$ cat src/hw/rtl/usbkd_pkg.sv
// Shared types and constants of the ultrasonic band key decoder.
// Holds mode codes, register indexes, clamp limits and the character tables.
// No dependencies.
package usbkd_pkg;

   typedef enum logic [1:0] {
      MODE_NONE  = 2'd0,
      MODE_BLUE  = 2'd1,
      MODE_RED   = 2'd2,
      MODE_WHITE = 2'd3
   } mode_type;

   localparam int CSR_INDEX_W = 3;
   localparam int CSR_DATA_W  = 20;

   localparam logic [CSR_INDEX_W-1:0] CSR_DISTANCE_FACTOR = 3'd0;
   localparam logic [CSR_INDEX_W-1:0] CSR_GATE_LIMIT      = 3'd1;
   localparam logic [CSR_INDEX_W-1:0] CSR_FIRST_CENTER    = 3'd2;
   localparam logic [CSR_INDEX_W-1:0] CSR_CENTER_STEP     = 3'd3;
   localparam logic [CSR_INDEX_W-1:0] CSR_BAND_TOLERANCE  = 3'd4;

   localparam logic [15:0] DISTANCE_FACTOR_RESET = 16'd1124;
   localparam logic [15:0] GATE_LIMIT_RESET      = 16'd4352;
   localparam logic [15:0] FIRST_CENTER_RESET    = 16'd1024;
   localparam logic [15:0] CENTER_STEP_RESET     = 16'd768;
   localparam logic [19:0] BAND_TOLERANCE_RESET  = 20'd2048;

   localparam logic [14:0] ECHO_CLAMP = 15'd20000;
   localparam int          SUM_W      = 20;
   localparam int          BAND_IDX_W = 3;

   localparam logic [6:0] LEFT_TAB [0:3][0:7] = '{
      '{7'h41, 7'h42, 7'h43, 7'h44, 7'h45, 7'h2A, 7'h2A, 7'h2A},
      '{7'h46, 7'h47, 7'h48, 7'h49, 7'h4A, 7'h2A, 7'h2A, 7'h2A},
      '{7'h4B, 7'h4C, 7'h4D, 7'h4E, 7'h4F, 7'h2A, 7'h2A, 7'h2A},
      '{7'h30, 7'h31, 7'h32, 7'h33, 7'h34, 7'h2A, 7'h2A, 7'h2A}
   };

   localparam logic [6:0] RIGHT_TAB [0:3][0:7] = '{
      '{7'h50, 7'h51, 7'h52, 7'h53, 7'h54, 7'h2A, 7'h2A, 7'h2A},
      '{7'h55, 7'h56, 7'h57, 7'h58, 7'h59, 7'h2A, 7'h2A, 7'h2A},
      '{7'h5A, 7'h20, 7'h2E, 7'h2C, 7'h3B, 7'h2A, 7'h2A, 7'h2A},
      '{7'h35, 7'h36, 7'h37, 7'h38, 7'h39, 7'h2A, 7'h2A, 7'h2A}
   };

endpackage

$ cat src/hw/rtl/ultrasonic_band_key_decoder_unit.sv
// Top level of the ultrasonic band key decoder: distance, gating, sums and band match.
// Depends on usbkd_pkg.
//
// The decoder takes one transfer per cycle on the req_ channel while req_stall is low
// and, after the last echo sample of a frame, returns one transfer on the rsp_ channel
// once that sample has passed the input register, the distance stage with the 15x16
// multiplier, the sum stage and the band match into the result register. A button
// transfer restarts the frame and gives no result. When rsp_stall holds a waiting
// result, the whole pipeline holds and req_stall rises. Band centres are rebuilt into
// the centre registers from the configuration registers that a csr_ write updates.
module ultrasonic_band_key_decoder_unit #(
   parameter int SAMPLES_PER_SIDE = 20,
   parameter int BAND_COUNT       = 5
) (
   input  logic                              clock,
   input  logic                              reset,
   input  logic                              req_valid,
   output logic                              req_stall,
   input  logic                              req_command,
   input  logic                              req_blue_level,
   input  logic                              req_red_level,
   input  logic                              req_white_level,
   input  logic [14:0]                       req_echo_time,
   output logic                              rsp_valid,
   input  logic                              rsp_stall,
   output logic [1:0]                        rsp_mode,
   output logic                              rsp_left_valid,
   output logic [6:0]                        rsp_left_char,
   output logic                              rsp_right_valid,
   output logic [6:0]                        rsp_right_char,
   output logic [19:0]                       rsp_left_total,
   output logic [19:0]                       rsp_right_total,
   input  logic                              csr_write,
   input  logic [usbkd_pkg::CSR_INDEX_W-1:0] csr_index,
   input  logic [usbkd_pkg::CSR_DATA_W-1:0]  csr_data
);
   import usbkd_pkg::*;

   localparam int FRAME_LEN = 2 * SAMPLES_PER_SIDE;
   localparam int IDX_W     = $clog2(FRAME_LEN);
   localparam int HALF      = SAMPLES_PER_SIDE / 2;
   localparam int BASE_W    = 16 + $clog2(BAND_COUNT);
   localparam int CW        = BASE_W + $clog2(HALF + 1);
   localparam int MW        = (CW > SUM_W) ? CW : SUM_W;

   localparam logic [IDX_W-1:0] LAST_IDX = IDX_W'(FRAME_LEN - 1);
   localparam logic [IDX_W-1:0] SIDE_IDX = IDX_W'(SAMPLES_PER_SIDE);

   // configuration
   logic [15:0]       factor_ff, gate_ff, first_ff, step_ff;
   logic [SUM_W-1:0]  tol_ff;
   logic [CW-1:0]     center_ff [BAND_COUNT];
   logic [CW-1:0]     center_in [BAND_COUNT];

   // pipeline
   logic              advance;
   logic              s1_valid_ff, s1_cmd_ff;
   logic [2:0]        s1_levels_ff;
   logic [14:0]       s1_echo_ff;
   logic              s2_valid_ff, s2_cmd_ff, s2_pass_ff;
   logic [2:0]        s2_levels_ff;
   logic [15:0]       s2_dist_ff;
   logic [14:0]       echo_clamped;
   logic [30:0]       product;
   logic [22:0]       distance;

   // frame state
   logic [2:0]        last_ff, last_in;
   mode_type          mode_ff, mode_in;
   logic [IDX_W-1:0]  idx_ff, idx_in;
   logic [SUM_W-1:0]  right_ff, right_in, left_ff, left_in;
   logic [SUM_W:0]    acc_sum;
   logic [2:0]        fell;
   logic              is_last;

   logic              s3_done_ff;
   mode_type          s3_mode_ff;
   logic [SUM_W-1:0]  s3_left_ff, s3_right_ff;

   // band match and result
   logic                  left_hit, right_hit;
   logic [BAND_IDX_W-1:0] left_band, right_band;
   logic                  rsp_valid_ff, rsp_left_valid_ff, rsp_right_valid_ff;
   mode_type              rsp_mode_ff;
   logic [6:0]            rsp_left_char_ff, rsp_right_char_ff;
   logic [SUM_W-1:0]      rsp_left_total_ff, rsp_right_total_ff;

   function automatic logic near_band(input logic [SUM_W-1:0] sum,
                                      input logic [CW-1:0]    center,
                                      input logic [SUM_W-1:0] tol);
      logic [MW-1:0] s;
      logic [MW-1:0] c;
      logic [MW-1:0] d;
      s = MW'(sum);
      c = MW'(center);
      d = (s >= c) ? (s - c) : (c - s);
      return d < MW'(tol);
   endfunction

   assign advance   = !rsp_valid_ff || !rsp_stall;
   assign req_stall = !advance;

   always_ff @(posedge clock) begin
      if (reset) begin
         factor_ff <= DISTANCE_FACTOR_RESET;
         gate_ff   <= GATE_LIMIT_RESET;
         first_ff  <= FIRST_CENTER_RESET;
         step_ff   <= CENTER_STEP_RESET;
         tol_ff    <= BAND_TOLERANCE_RESET;
      end else if (csr_write) begin
         case (csr_index)
            CSR_DISTANCE_FACTOR: factor_ff <= csr_data[15:0];
            CSR_GATE_LIMIT:      gate_ff   <= csr_data[15:0];
            CSR_FIRST_CENTER:    first_ff  <= csr_data[15:0];
            CSR_CENTER_STEP:     step_ff   <= csr_data[15:0];
            CSR_BAND_TOLERANCE:  tol_ff    <= csr_data[SUM_W-1:0];
            default: ;
         endcase
      end
   end

   always_comb begin
      for (int k = 0; k < BAND_COUNT; k++) begin
         center_in[k] = CW'(BASE_W'(first_ff) + BASE_W'(k) * BASE_W'(step_ff)) * CW'(HALF);
      end
   end

   always_ff @(posedge clock) begin
      center_ff <= center_in;
   end

   // distance stage
   always_comb begin
      echo_clamped = (s1_echo_ff > ECHO_CLAMP) ? ECHO_CLAMP : s1_echo_ff;
      product      = 31'(echo_clamped) * 31'(factor_ff);
      distance     = product[30:8];
   end

   // sum stage
   always_comb begin
      last_in  = last_ff;
      mode_in  = mode_ff;
      idx_in   = idx_ff;
      right_in = right_ff;
      left_in  = left_ff;
      fell     = last_ff & ~s2_levels_ff;
      is_last  = 1'b0;
      acc_sum  = '0;
      if (s2_valid_ff && !s2_cmd_ff) begin
         if (fell[0]) begin
            mode_in = (mode_ff == MODE_BLUE) ? MODE_NONE : MODE_BLUE;
         end else if (fell[2]) begin
            mode_in = (mode_ff == MODE_WHITE) ? MODE_NONE : MODE_WHITE;
         end else if (fell[1]) begin
            mode_in = (mode_ff == MODE_RED) ? MODE_NONE : MODE_RED;
         end
         last_in  = s2_levels_ff;
         idx_in   = '0;
         right_in = '0;
         left_in  = '0;
      end else if (s2_valid_ff) begin
         if (idx_ff < SIDE_IDX) begin
            acc_sum = {1'b0, right_ff} + (SUM_W + 1)'(s2_dist_ff);
         end else begin
            acc_sum = {1'b0, left_ff} + (SUM_W + 1)'(s2_dist_ff);
         end
         if (idx_ff[0] && s2_pass_ff) begin
            if (idx_ff < SIDE_IDX) begin
               right_in = acc_sum[SUM_W] ? '1 : acc_sum[SUM_W-1:0];
            end else begin
               left_in = acc_sum[SUM_W] ? '1 : acc_sum[SUM_W-1:0];
            end
         end
         is_last = (idx_ff == LAST_IDX);
         idx_in  = is_last ? '0 : IDX_W'(idx_ff + 1'b1);
      end
   end

   // band match
   always_comb begin
      left_hit   = 1'b0;
      right_hit  = 1'b0;
      left_band  = '0;
      right_band = '0;
      for (int k = BAND_COUNT - 1; k >= 0; k--) begin
         if (near_band(s3_left_ff, center_ff[k], tol_ff)) begin
            left_hit  = 1'b1;
            left_band = BAND_IDX_W'(k);
         end
         if (near_band(s3_right_ff, center_ff[k], tol_ff)) begin
            right_hit  = 1'b1;
            right_band = BAND_IDX_W'(k);
         end
      end
   end

   always_ff @(posedge clock) begin
      if (reset) begin
         s1_valid_ff  <= 1'b0;
         s2_valid_ff  <= 1'b0;
         s3_done_ff   <= 1'b0;
         rsp_valid_ff <= 1'b0;
         last_ff      <= '0;
         mode_ff      <= MODE_NONE;
         idx_ff       <= '0;
         right_ff     <= '0;
         left_ff      <= '0;
      end else if (advance) begin
         s1_valid_ff  <= req_valid;
         s2_valid_ff  <= s1_valid_ff;
         s3_done_ff   <= is_last;
         rsp_valid_ff <= s3_done_ff;
         last_ff      <= last_in;
         mode_ff      <= mode_in;
         idx_ff       <= idx_in;
         right_ff     <= is_last ? '0 : right_in;
         left_ff      <= is_last ? '0 : left_in;
      end
   end

   always_ff @(posedge clock) begin
      if (advance) begin
         s1_cmd_ff          <= req_command;
         s1_levels_ff       <= {req_white_level, req_red_level, req_blue_level};
         s1_echo_ff         <= req_echo_time;
         s2_cmd_ff          <= s1_cmd_ff;
         s2_levels_ff       <= s1_levels_ff;
         s2_dist_ff         <= distance[15:0];
         s2_pass_ff         <= (distance <= {7'd0, gate_ff});
         s3_mode_ff         <= mode_ff;
         s3_left_ff         <= left_in;
         s3_right_ff        <= right_in;
         rsp_mode_ff        <= s3_mode_ff;
         rsp_left_valid_ff  <= left_hit;
         rsp_right_valid_ff <= right_hit;
         rsp_left_char_ff   <= left_hit ? LEFT_TAB[s3_mode_ff][left_band] : 7'd0;
         rsp_right_char_ff  <= right_hit ? RIGHT_TAB[s3_mode_ff][right_band] : 7'd0;
         rsp_left_total_ff  <= s3_left_ff;
         rsp_right_total_ff <= s3_right_ff;
      end
   end

   assign rsp_valid       = rsp_valid_ff;
   assign rsp_mode        = rsp_mode_ff;
   assign rsp_left_valid  = rsp_left_valid_ff;
   assign rsp_left_char   = rsp_left_char_ff;
   assign rsp_right_valid = rsp_right_valid_ff;
   assign rsp_right_char  = rsp_right_char_ff;
   assign rsp_left_total  = rsp_left_total_ff;
   assign rsp_right_total = rsp_right_total_ff;

   a_idx_range: assert property (@(posedge clock) disable iff (reset)
      idx_ff <= LAST_IDX)
      else $error("sample index past frame end");

   a_done_restarts: assert property (@(posedge clock) disable iff (reset)
      s3_done_ff |-> (idx_ff == '0 && left_ff == '0 && right_ff == '0))
      else $error("frame end did not restart the frame");

   a_hold_when_full: assert property (@(posedge clock) disable iff (reset)
      (rsp_valid_ff && rsp_stall) |-> req_stall)
      else $error("transfer taken while result is held");

   a_left_no_char: assert property (@(posedge clock) disable iff (reset)
      (rsp_valid_ff && !rsp_left_valid_ff) |-> (rsp_left_char_ff == 7'd0))
      else $error("left char without band match");

   a_right_no_char: assert property (@(posedge clock) disable iff (reset)
      (rsp_valid_ff && !rsp_right_valid_ff) |-> (rsp_right_char_ff == 7'd0))
      else $error("right char without band match");

endmodule

$ cat config.mk
export PLATFORM = sky130hd
export DESIGN_NAME = ultrasonic_band_key_decoder_unit
export DESIGN_NICKNAME = d
export VERILOG_FILES = /design/src/hw/rtl/usbkd_pkg.sv /design/src/hw/rtl/ultrasonic_band_key_decoder_unit.sv
export SDC_FILE = /design/constraint.sdc
export NUM_CORES = 2
export LEC_CHECK = 0
export ABC_CLOCK_PERIOD_IN_PS = 10600
export BUFFER_PORTS_ARGS = -buffer_cell sky130_fd_sc_hd__buf_2
export CAP_MARGIN = 20
export CORE_MARGIN = 10
export CORE_UTILIZATION = 40
export CTS_BUF_LIST = sky130_fd_sc_hd__clkbuf_16
export CTS_CLUSTER_DIAMETER = 60
export DETAILED_ROUTE_END_ITERATION = 10
export SYNTH_ARGS = -nofsm -noshare
export SYNTH_HDL_FRONTEND = slang
export SYNTH_SLANG_ARGS = --single-unit
$ cat constraint.sdc
create_clock -name clock -period 10.6 [get_ports clock]
set_input_delay 1.06 -clock clock [delete_from_list [all_inputs] [get_ports clock]]
set_output_delay 1.06 -clock clock [all_outputs]
set_load 0.005 [all_outputs]
### Yosys cells after proc, flatten, opt, wreduce, memory -nomap -nowiden

Cells that the tools add are included.

* register bits: 389
* word-level logic and storage cells: 195
* output and inout port bits: 60

* reductions and logical operators: 18
* add/subtract/negate cells: 27
* equal/unequal tests: 8
* multipliers: 7
* mux-type cells: 68
* magnitude comparators: 26
* bitwise logic cells: 5

Operators with widths (count)
* greater-or-equal comparator 20 x 23 -> 1 bit: 10
* < comparator 23 x 20 -> 1 bit: 10
* two-way mux 23 bit: 10
* subtractor 20 x 23 -> 23 bit: 10
* subtractor 23 x 20 -> 23 bit: 10
* binary-select mux 56 bit (select 2 bit): 2
* two-way mux 56 bit: 4
* two-way mux 20 bit: 11
* two-way mux 21 bit: 3
* multiplier 19 x 3 -> 22 bit (second input constant): 2
* adder 20 x 16 -> 21 bit: 2
* binary-select mux 7 bit (select 3 bit): 2
* adder 16 x 18 -> 19 bit: 2
* multiplier 15 x 16 -> 31 bit: 1
* two-way mux 3 bit: 10
* two-way mux 7 bit: 4
* <= comparator 23 x 16 -> 1 bit: 1
* multiplier 18 x 3 -> 21 bit (second input constant): 1
* multiplier 17 x 3 -> 20 bit (second input constant): 1
* multiplier 16 x 3 -> 19 bit (second input constant): 1
* adder 16 x 17 -> 18 bit: 1
* multiplier 2 x 16 -> 18 bit (first input constant): 1
* two-way mux 6 bit: 3
* adder 16 x 16 -> 17 bit: 1
* 26 further kinds: 56

### Depth between registers and ports, before layout

* depth in word-level cells: 12
* depth in mapped cells: 37

### Least setup slack after synthesis

No wires, ideal clock.

* path type: register to register
* start: reg s1_echo_ff[3]
* end: reg s2_pass_ff (data pin)
* library setup time: 0.182 ns
* path buffers: 2
* data arrival time: 8.274 ns
* path slack: 2.144 ns
* stages on the path, launching flop included: 35
* period minus slack after synthesis: 8.456 ns
* cells stage by stage: edfxtp_1 nor4_1 a21o_1 nor2_1 o31ai_1 clkbuf_1 buf_1 nand3_1 fa_1 fa_1 inv_1 fa_1 fa_1 fa_1 inv_1 fa_1 inv_1 ha_1 a21o_1 a21oi_1 o21ai_0 a2111oi_0 o21bai_1 a31oi_1 o21ai_1 a21o_1 a21oi_1 xnor2_1 ha_1 nand4_1 nor2_1 a21oi_1 a21oi_1 o311ai_0 nor4b_1

* cells in the longest elaborated chain, start to end: 4

Ends and longest elaborated chain
* from (decl): line ultrasonic_band_key_decoder_unit.sv:59 `logic [14:0] s1_echo_ff;`
* from (signal assigned): line ultrasonic_band_key_decoder_unit.sv:225 `s1_echo_ff <= req_echo_time;`
* greater-than comparator 15 bit: line ultrasonic_band_key_decoder_unit.sv:134 `echo_clamped = (s1_echo_ff > ECHO_CLAMP) ? ECHO_CLAMP : s1_echo_ff;`
* two-way mux 15 bit (*): line ultrasonic_band_key_decoder_unit.sv:134
* multiplier 15 x 16 -> 31 bit (*): line ultrasonic_band_key_decoder_unit.sv:135 `product = 31'(echo_clamped) * 31'(factor_ff);`
* via product[23]: line ultrasonic_band_key_decoder_unit.sv:64 `logic [30:0] product;`
* <= comparator 23 x 16 -> 1 bit (*): line ultrasonic_band_key_decoder_unit.sv:229 `s2_pass_ff <= (distance <= {7'd0, gate_ff});`
* to (signal assigned): line ultrasonic_band_key_decoder_unit.sv:229
* to (decl): line ultrasonic_band_key_decoder_unit.sv:60 `logic s2_valid_ff, s2_cmd_ff, s2_pass_ff;`

Mark *: on every way through the listed nets, which the timed path passes. The rest lies on a longest branch.
A chain may end at the register's enable or synchronous reset.

### Final worst setup path

* start: reg s1_echo_ff[1]
* end: reg s2_pass_ff (data pin)

The elaborated chain is that of the path after synthesis.

==> impl_metrics.toml <==
[run_status]
status = "complete, no violations"

[floorplan]
dieHeight_um = 378.2
ios = 107
die-area_sq_um = 143000
core-area_sq_um = 127500
start_util_pct = 40.25
row_count = 131
die_w_um = 378.2

[sta]
setup_viol = 0
rsz0062_at_grt = "no"
period_needed_ns = 9.574
final.setup.tns_ns = 0
max_slew_margin_pct = 17.52
min_period_over_period_pct = 90.32
drv_slew = 0
worst_pin_slew_ns = 1.237
clock.fmax_ghz = 0.1045
hold_viol = 0
finClkSkew_ns = 0.03893

[clock_network]
htreeDepth = 2
cts_resized = 0
root_buffer = "clkbuf_16"
insertion_delay_ns = 0.68
cts_made_buffers = 55
cts_sinks = 378
path_clk_slew_ns = 0.06
cts_setup_buffers = 0
clockBufferDepth = 3
cts_tree = "yes"
cts_hold_buf = 0

[placement]
dpl_cell_area_sq_um = 53620
io_buffers = 106
place_hpwl_mm = 167.2
dpl.cell_count = 7859
gp_congestion = 0.9957

[detailed_routing]
drt_iter0_markers = 5755
detail-route-antenna-nets = 0
first_pass_iters = 6
detail_route.vias_per_cell = 6.076
vias = 48445
wl_mm = 212.3
wl_per_cell_um = 26.62
drc_errors = 0

[synthesis]
yosys_warnings = 0
synth.net_count = 7442
synth_top_area_share_pct = 21.99
synthCells = 6277
yosysSeqAreaShare_pct = 17.47
ys_types = 97
synthArstFlopShare_pct = 0
synth_edf_count = 140
synth.area.top_cells = "ha_1 (22%), dfxtp_1 (9.3%), fa_1 (8.4%)"
synthTopCellsByCount = "ha_1 (902), a21oi_1 (650), nand2_1 (617)"
ys_seq_elements = 378
synth-main-ff-cell = "dfxtp_1"
synth_area_per_cell_sq_um = 8.176
synthMostInstantiatedCell = "ha_1"
synth_top_area_cell = "ha_1"
syn-cell-area_sq_um = 51320

[min_path]
hold_path_class = "register to register"

[global_route]
grt_pass1_vias = 45842
antenna_found_initial = 28
track_usage_pct = 28.61
grt_pass1_wl_mm = 305.7
grt_overflow = 0
grt_max_degree = 62

[setup_path]
critPathRequiredTime_ns = 11.10
path_buf_inv = 4
startpoint_type = "register"
cp_common_cell = "fa_1"
critPathSlowestCell = "edfxtp_1"
crit_path_max_incr_delay_ns = 0.63
cp-end-kind = "register"
crit_fanout = 17
crit_family = "adder cells"
arrival_ns = 10.07
worstSetupPathType = "register to register"

[layout]
syn_to_final_growth_pct = 8.272
num-nets-final = 7420
drive_above_1_share_pct = 5.966
design_area_sq_um = 55570
final_cell_count_no_fill = 7973

[power]
static-leakage-power_nw = 26.24
ir_drop_mv = 0.1346
power.density_nw_per_um2 = 158.5

[run]
maxCapViolCount = 0
-- sequential cells by signal, indices dropped and copies added, names as in the netlist, 20 cells and up --
name / cells
center_ff: 99
left_ff: 20
right_ff: 20
rsp_left_total: 20
rsp_right_total: 20
s3_left_ff: 20
s3_right_ff: 20
tol_ff: 20
-- power breakdown --
| group | leakage (nW) | internal, mW | switching (mW) |
|---|---|---|---|
| logic | 21.7 | 2.05 | 3.00 |
| registers | 3.58 | 1.67 | 0.177 |
| clock network | 0.956 | 1.10 | 0.816 |
-- final timing paths --
path	from	to	slack, ns	cells after the start
max	s1_echo_ff[1]	s2_pass_ff	1.03	34
min	s1_levels_ff[1]	s2_levels_ff[1]	0.42	0
max reg2reg	s1_echo_ff[1]	s2_pass_ff	1.03	34
min reg2reg	s1_levels_ff[1]	s2_levels_ff[1]	0.42	0
-- metal layers --
layer  up-vias  wire length [um]  GRT usage, %
met1     23462             92070         39.08
met4         6             11170         12.92
met5         -                46             0
li1      22299                 -             -
met3       436             19820         5.762
met2      2242             89160         43.19
-- logic make-up after synthesis --
family | share of synthesized area (%)
mux | 1.965
flops | 17.47
fa+ha+maj | 30.42
buf+inv | 5.697
simple gates | 16.18
compound gates | 22.50
xor+xnor | 5.768
-- cell usage in the layout, fill, tap and decap left out, types with 120 or more instances in the layout --
cell,netlist,routed
a21o_1,216,216
a21oi_1,650,650
dfxtp_1,238,238
edfxtp_1,140,140
fa_1,216,216
ha_1,902,902
inv_1,487,491
nand2_1,617,616
nor2_1,385,382
o21ai_0,343,342
xnor2_1,218,218
xor2_1,120,120
-- layout make-up --
| cell class | instances | area (sq um) |
|---|---|---|
| inverters | 489 | 1836 |
| clock inverters | 46 | 465.4 |
| well taps | 1662 | 2079 |
| diodes | 9 | 22.52 |
| repair buffers | 200 | 1239 |
| flip-flops and latches | 378 | 8969 |
| clock buffers | 58 | 1451 |
| fillers | 12915 | 71950 |
| multi-input cells | 5131 | 39510 |
-- through the flow --
stage / total power, mW / utilization, % / hold WS, ns / setup WS, ns
after CTS: 8.746 / 43.55 / 0.4213 / 1.062
after global routing: 9.456 / 43.56 / 0.4261 / 0.1917
after global placement: 6.732 / 42.05 / 0.4002 / 1.220
after detailed placement: 6.787 / 42.05 / 0.4070 / 1.089
final: 8.809 / 43.58 / 0.4190 / 1.026
after floorplan: 5.399 / - / 0.4003 / 2.144
Note: power is estimated with default switching activity, not from simulation.
